--- src/design/cdss_pkg.sv ---
package cdss_pkg;

	// register map, index = paddr[3:2]
	localparam int unsigned RegCount = 3;
	localparam logic [1:0] REG_SMOOTH_TIME = 2'd0;
	localparam logic [1:0] REG_STEP_TIME   = 2'd1;
	localparam logic [1:0] REG_SPEED_LIMIT = 2'd2;

	localparam logic [31:0] SMOOTH_TIME_RST = 32'd19661;
	localparam logic [16:0] STEP_TIME_RST   = 17'd1092;
	localparam logic [30:0] SPEED_LIMIT_RST = 31'h7FFF_FFFF;

	// Q16.16 constants
	localparam logic [16:0] ONE_Q = 17'd65536;
	localparam logic [14:0] K048  = 15'd31457;
	localparam logic [13:0] K0235 = 14'd15401;

	localparam logic signed [31:0] SAT_MAX = 32'sh7FFF_FFFF;
	localparam logic signed [31:0] SAT_MIN = 32'sh8000_0000;

	// divider width and iteration count
	localparam int unsigned DivW = 34;

	typedef struct packed {
		logic            done;
		logic [DivW-1:0] quotient;
	} div_res_t;

	// floor(a*b/2^16) saturated to signed 32 bits
	function automatic logic signed [31:0] mulq(input logic signed [32:0] a,
		input logic signed [32:0] b);
		logic signed [65:0] p;
		logic signed [49:0] s;
		p = a * b;
		s = p[65:16];
		if (s > 50'sd2147483647)
			return SAT_MAX;
		else if (s < -50'sd2147483648)
			return SAT_MIN;
		else
			return s[31:0];
	endfunction

	// saturate a 33-bit signed value to 32 bits
	function automatic logic signed [31:0] sat33(input logic signed [32:0] v);
		if (v > 33'sd2147483647)
			return SAT_MAX;
		else if (v < -33'sd2147483648)
			return SAT_MIN;
		else
			return v[31:0];
	endfunction

endpackage

--- src/design/cdss_div.sv ---
module cdss_div
	import cdss_pkg::*;
(
	input  logic            clk,
	input  logic            arst_n,
	input  logic            start,
	input  logic [DivW-1:0] dividend,
	input  logic [31:0]     divisor,
	output div_res_t        res
);

	localparam int unsigned CntW = $clog2(DivW + 1);

	logic [31:0]     rem_q;
	logic [DivW-1:0] quo_q;
	logic [31:0]     dvs_q;
	logic [CntW-1:0] cnt_q;
	logic            busy_q;
	logic            done_q;

	logic [32:0] shifted;
	logic        ge;

	// one quotient bit per cycle, restoring
	assign shifted = {rem_q, quo_q[DivW-1]};
	assign ge      = shifted >= {1'b0, dvs_q};

	always_ff @(posedge clk or negedge arst_n) begin
		if (!arst_n) begin
			busy_q <= 1'b0;
			done_q <= 1'b0;
			cnt_q  <= '0;
		end else begin
			done_q <= 1'b0;
			if (start) begin
				busy_q <= 1'b1;
				cnt_q  <= CntW'(DivW);
			end else if (busy_q) begin
				cnt_q <= cnt_q - 1'b1;
				if (cnt_q == CntW'(1)) begin
					busy_q <= 1'b0;
					done_q <= 1'b1;
				end
			end
		end
	end

	// datapath
	always_ff @(posedge clk) begin
		if (start) begin
			rem_q <= '0;
			quo_q <= dividend;
			dvs_q <= divisor;
		end else if (busy_q) begin
			rem_q <= ge ? 32'(shifted - {1'b0, dvs_q}) : shifted[31:0];
			quo_q <= {quo_q[DivW-2:0], ge};
		end
	end

	assign res.done     = done_q;
	assign res.quotient = quo_q;

endmodule

--- config.mk ---
export PLATFORM = sky130hd
export DESIGN_NAME = cdss_div
export DESIGN_NICKNAME = d
export VERILOG_FILES = /design/src/design/cdss_pkg.sv /design/src/design/cdss_div.sv
export SDC_FILE = /design/constraint.sdc
export NUM_CORES = 1
export LEC_CHECK = 0
export BUFFER_PORTS_ARGS = -buffer_cell sky130_fd_sc_hd__buf_2
export CORE_MARGIN = 2
export CORE_UTILIZATION = 50
export DETAILED_ROUTE_END_ITERATION = 6
export PLACE_DENSITY = 0.74
export SLEW_MARGIN = 40
export SYNTH_ARGS = -nofsm -noshare
export SYNTH_HDL_FRONTEND = slang
export SYNTH_SLANG_ARGS = --single-unit
export TNS_END_PERCENT = 10
--- constraint.sdc ---
create_clock -name clk -period 3.2 [get_ports clk]
set_clock_uncertainty 0.1 [all_clocks]
set_input_delay 0 -clock clk [delete_from_list [all_inputs] [get_ports clk]]
set_output_delay 0 -clock clk [all_outputs]
set_load 0.05 [all_outputs]
# --- Word level (Yosys, flattened, before mapping) ---
# Index checks and enable logic that the tools add are counted.
word_totals:
  regBits: 106
  latch_bits: 0
  mem_bits_rw: 0
  romBits: 0
  input_bits: 69
  output_inout_bits: 35
  word_cells: 22
  n_memories: 0
classes:
  n_addsub: 2
  multipliers: 0
  div: 0
  n_lt_le_gt_ge: 1
  eq_ne: 1
  n_shift: 0
  n_mux: 11
  bitwise_logic: 0
  reduce_logical: 1
op_table:
  columns: ["cell", "count"]
  rows:
  - ["34-bit two-way mux", 2]
  - ["33-bit by 32-bit >= comparator with 1-bit output", 1]
  - ["32-bit two-way mux", 1]
  - ["32-bit subtractor", 1]
  - ["6-bit two-way mux", 2]
  - ["6-bit by 1-bit == test with 1-bit output, second input constant", 1]
  - ["1-bit two-way mux", 6]
  - ["6-bit by 1-bit subtractor with 6-bit output, second input constant", 1]
  - ["2-bit nonzero test", 1]

# --- Depth between registers and ports, before layout ---
logic_depth:
  word_depth: 4
  mapped_depth: 14
  ltp_nobuf: 12

# --- Worst setup path before layout ---
# Ideal clock, no wire load.
synth_timing:
  path_type: "flip-flop to flip-flop"
  startpoint: "reg quo_q[33]"
  endpoint: "reg rem_q[30]"
  setup_time_ns: 0.074
  arrival_time_ns: 3.074
  required_time_ns: 3.026
  slack_ns: -0.048
  path_stages_with_launch: 13
  path_buffers: 0
  synth_period_minus_slack_ns: 3.248
  path_cell_list: "edfxtp_1 > inv_1 > ha_1 > fa_1 > nor2b_1 > o2111ai_1 > a2111oi_0 > nor3_1 > nor2_1 > a211oi_1 > nor2_1 > mux2_2 > o21ai_0"
synth_between:
  elab_chain_cells: 2
  elab_cells_between_ends: 3
  classes_between: "add/sub: 1; order compare: 1; mux: 1"
synth_lines:
  columns: ["item", "line", "text"]
  rows:
  - ["start: declaration", "cdss_div.sv:15", "logic [DivW-1:0] quo_q;"]
  - ["start signal: assignment", "cdss_div.sv:52", "quo_q <= dividend;"]
  - ["start signal: assignment", "cdss_div.sv:56", "quo_q <= {quo_q[DivW-2:0], ge};"]
  - ["32-bit subtractor / 33-bit by 32-bit >= comparator with 1-bit output (equally long branches)", "cdss_div.sv:55, cdss_div.sv:26", null]
  - ["32-bit two-way mux *", "cdss_div.sv:55", "rem_q <= ge ? 32'(shifted - {1'b0, dvs_q}) : shifted[31:0];"]
  - ["end signal: assignment", "cdss_div.sv:55", null]
  - ["end: declaration", "cdss_div.sv:14", "logic [31:0] rem_q;"]
# Every way passes the cells marked *; elsewhere a longest branch is shown, timed or not.
# A chain may end at the register's enable or synchronous reset.

# --- Final worst setup path ---
layout_timing:
  startpoint: "reg dvs_q[1]"
  endpoint: "reg quo_q[0], data pin"
layout_between:
  elab_chain_cells: 3
layout_lines:
  columns: ["item", "line", "text"]
  rows:
  - ["start: declaration", "cdss_div.sv:16", "logic [31:0] dvs_q;"]
  - ["start signal: assignment", "cdss_div.sv:53", "dvs_q <= divisor;"]
  - ["33-bit by 32-bit >= comparator with 1-bit output", "cdss_div.sv:26", "assign ge = shifted >= {1'b0, dvs_q};"]
  - ["34-bit two-way mux", "cdss_div.sv:54", "end else if (busy_q) begin"]
  - ["34-bit two-way mux", "cdss_div.sv:50", "if (start) begin"]
# Every way passes these cells. The select of a mux whose other input is x is not followed.

==> flow_summary.json <==
{
  "fin_tns_setup_ps": 0,
  "ys_top_cells_by_count": "69 x nor2_1, 66 x edfxtp_1, 41 x inv_1, 41 x nand2_1",
  "grt_pass1_wl_um": 23500,
  "place.port_buffers": 103,
  "ys.flop_type": "edfxtp_1",
  "synth-edff-count": 66,
  "wirelength_met1_um": 6470,
  "fillCellCount": 915,
  "detail-route-antenna-nets": 0,
  "crit_end": "quo_q[0]",
  "hpwl_um": 9760,
  "syn-num-nets": 709,
  "arrival_ps": 3180,
  "p_sw_mw": 1.10,
  "grt_pass1_vias": 5059,
  "cts.sink_count": 106,
  "start_util_pct": 50.8,
  "vias": 5131,
  "die_h_um": 114,
  "insertedDiodeCount": 0,
  "slew_viol_final": 0,
  "ys_ff_latch": 106,
  "yosys.area.top_type": "edfxtp_1",
  "grt_max_degree": 60,
  "p_leak_nw": 3.53,
  "r2r_cells": 11,
  "r2r_start": "dvs_q[1]",
  "rsz0062_at_grt": "true",
  "cap_violations": 0,
  "drc": 0,
  "htree_levels": 3,
  "die_area_um2": 13100,
  "wl_per_cell_um": 15.1,
  "row_count": 40,
  "pwr-share-comb_pct": 24.3,
  "clk_pin_slew_ps": 80,
  "syn-cell-area_um2": 6080,
  "status": "finished clean",
  "finalSetupViolCount": 0,
  "powerDensity_nw_per_um2": 445,
  "regToRegSetupSlack_ps": 50,
  "sw_frac_of_total_pct": 30.6,
  "grtUsageTotal_pct": 22.8,
  "yosysWarnings": 0,
  "path_max_fanout": 5,
  "num_io_pins": 104,
  "coreArea_um2": 12000,
  "layout-drive-gt1-share_pct": 27.3,
  "synth.most_common_cell": "nor2_1",
  "root_buffer": "clkbuf_16",
  "critPathLaunchType": "register",
  "yosys-top-cells-area": "edfxtp_1 33%, dfxtp_1 11%, ha_1 7.0%",
  "met2_length_um": 7100,
  "max_freq_mhz": 317,
  "cts.path.max_buffers": 2,
  "crit_chain": "inv_1, ha_1, nor2b_1, o31a_1, or3_1, a311o_1, a221oi_4, o21bai_1, buf_4, buf_12, mux2_2",
  "drt-pass1-iter-count": 4,
  "wl_um": 14400,
  "antenna_found_initial": 0,
  "die_x_um": 114,
  "yosysSeqAreaShare_pct": 46.4,
  "numCtsBuffers": 9,
  "grt_overflow": 0,
  "slew_headroom_pct": 54.3,
  "clkPwrFrac_pct": 30.2,
  "power.share.sequential_pct": 45.5,
  "critical_path_class": "register to register",
  "slowest_delay_ps": 400,
  "crit_required_ps": 3220,
  "netlist_instances": 605,
  "top_layer_used": "met4",
  "synth_top_area_share_pct": 32.6,
  "timing.rr.end": "quo_q[0]",
  "wl_met3_um": 484,
  "yosysUniqueCellTypes": 55,
  "peakVddDrop_uv": 444,
  "crit_start": "dvs_q[1]",
  "clkLatencyLatePin_ps": 360,
  "drtIter0Drc": 245,
  "endpoint_kind": "register",
  "hold_violations": 0,
  "via_per_inst": 5.39,
  "tightest_slew_ps": 686,
  "hold_path.class": "primary input to register",
  "areaGrowthSynthToFinish_pct": 32.8,
  "fin_crit_sh_pct": 98.6,
  "nets": 904,
  "synth.avg_cell_area_um2": 10.0,
  "utilization_pct": 67.5,
  "cts_tree": "built",
  "synth-async-reset-ratio_pct": 7.55,
  "slowest_stage": "edfxtp_1",
  "fin_crit_ps": 3150,
  "intPower_mw": 2.49,
  "place_congestion": 0.920
}
==> metal layers <==
layer | GRT usage, % | up-vias
met1 | 29.3 | 2432
met5 | 0 | -
met4 | 9.51 | 0
met3 | 3.86 | 23
li1 | - | 2572
met2 | 38.1 | 104
==> final cells by class <==
| class | count | area (um2) | share of cell area [%] |
|---|---|---|---|
| well taps | 147 | 184 | 2.28 |
| repair buffers | 215 | 1570 | 19.4 |
| inverters | 42 | 158 | 1.95 |
| clock buffers | 9 | 225 | 2.79 |
| flip-flops and latches | 106 | 2820 | 35.0 |
| multi-input cells | 426 | 3050 | 37.7 |
| clock inverters | 7 | 68.8 | 0.852 |
==> cell usage in the layout (no fill, tap or decap), types with 14 or more instances in the layout <==
| cell | count |
|---|---|
| buf_2 | 102 |
| nor2_1 | 69 |
| dlygate4sd3_1 | 68 |
| edfxtp_1 | 66 |
| inv_1 | 41 |
| nand2_1 | 41 |
| buf_4 | 41 |
| mux2_2 | 37 |
| a21oi_1 | 36 |
| dfxtp_1 | 32 |
| ha_1 | 30 |
| a211oi_1 | 26 |
| o21ai_0 | 24 |
| xnor2_1 | 23 |
| nor3_1 | 15 |
| mux2i_1 | 14 |
==> state kept, by name, summed over array words and instances (netlist names) <==
signal,count
busy_q,1
dvs_q,32
done_q,1
quo_q,34
rem_q,32
cnt_q,6
==> per-stage QoR <==
stage	cells	worst slack (ps)	instance area [um2]	total power, mW	hold slack, ps
floorplan	605	-39.7	6080	2.21	-396
global placement	865	83.9	6970	2.42	-251
detailed placement	865	32.0	6970	2.45	-243
CTS	949	16.7	7940	3.59	68.4
global route	952	-88.3	8070	3.75	103
finish	952	45.0	8070	3.59	66.7
==> power by group through the flow <==
stage	Sequential, mW	Clock, mW	Combinational, mW
6_report	1.63	1.08	0.872
5_1_grt	1.65	1.16	0.945
4_1_cts	1.63	1.11	0.851
3_5_place_dp	1.66	0	0.785
3_3_place_gp	1.66	0	0.769
2_1_floorplan	1.82	0	0.385
==> worst min-delay path by stage <==
stage / slack (ps) / to / from / depth (start not counted)
after floorplan: -400 / busy_q / arst_n / 0
after global placement: -250 / busy_q / arst_n / 1
after detailed placement: -240 / cnt_q[0] / arst_n / 1
after CTS: 70 / rem_q[18] / start / 2
after global routing: 100 / rem_q[10] / start / 2
final: 70 / rem_q[10] / start / 2
==> cell families after synthesis <==
kind of cell,count (synthesis),synth area share [%]
adder cells (fa/ha/maj),35,7.33
AND/OR/NAND/NOR,174,13.2
AO/OA/AOI/OAI,136,14.6
XOR/XNOR,30,4.32
buffers and inverters,73,5.02
flip-flops,106,46.4
multiplexers,51,9.16
==> what timing repair did <==
action	in CTS	in global routing
endpoints found under the hold margin	74	0
setup endpoints to repair	0	32
buffers inserted	0	3
gates resized for setup	0	20
hold buffers	68	0
==> worst max-delay path, delay by kind of cell, from the launching register on <==
family,cells,cell delay (ps)
AND/OR/NAND/NOR,2,480
adder cells (fa/ha/maj),1,230
buffers and inverters,3,380
multiplexers,1,250
flip-flops,1,400
AO/OA/AOI/OAI,4,1070
Note: power is estimated with default switching activity, not from simulation.
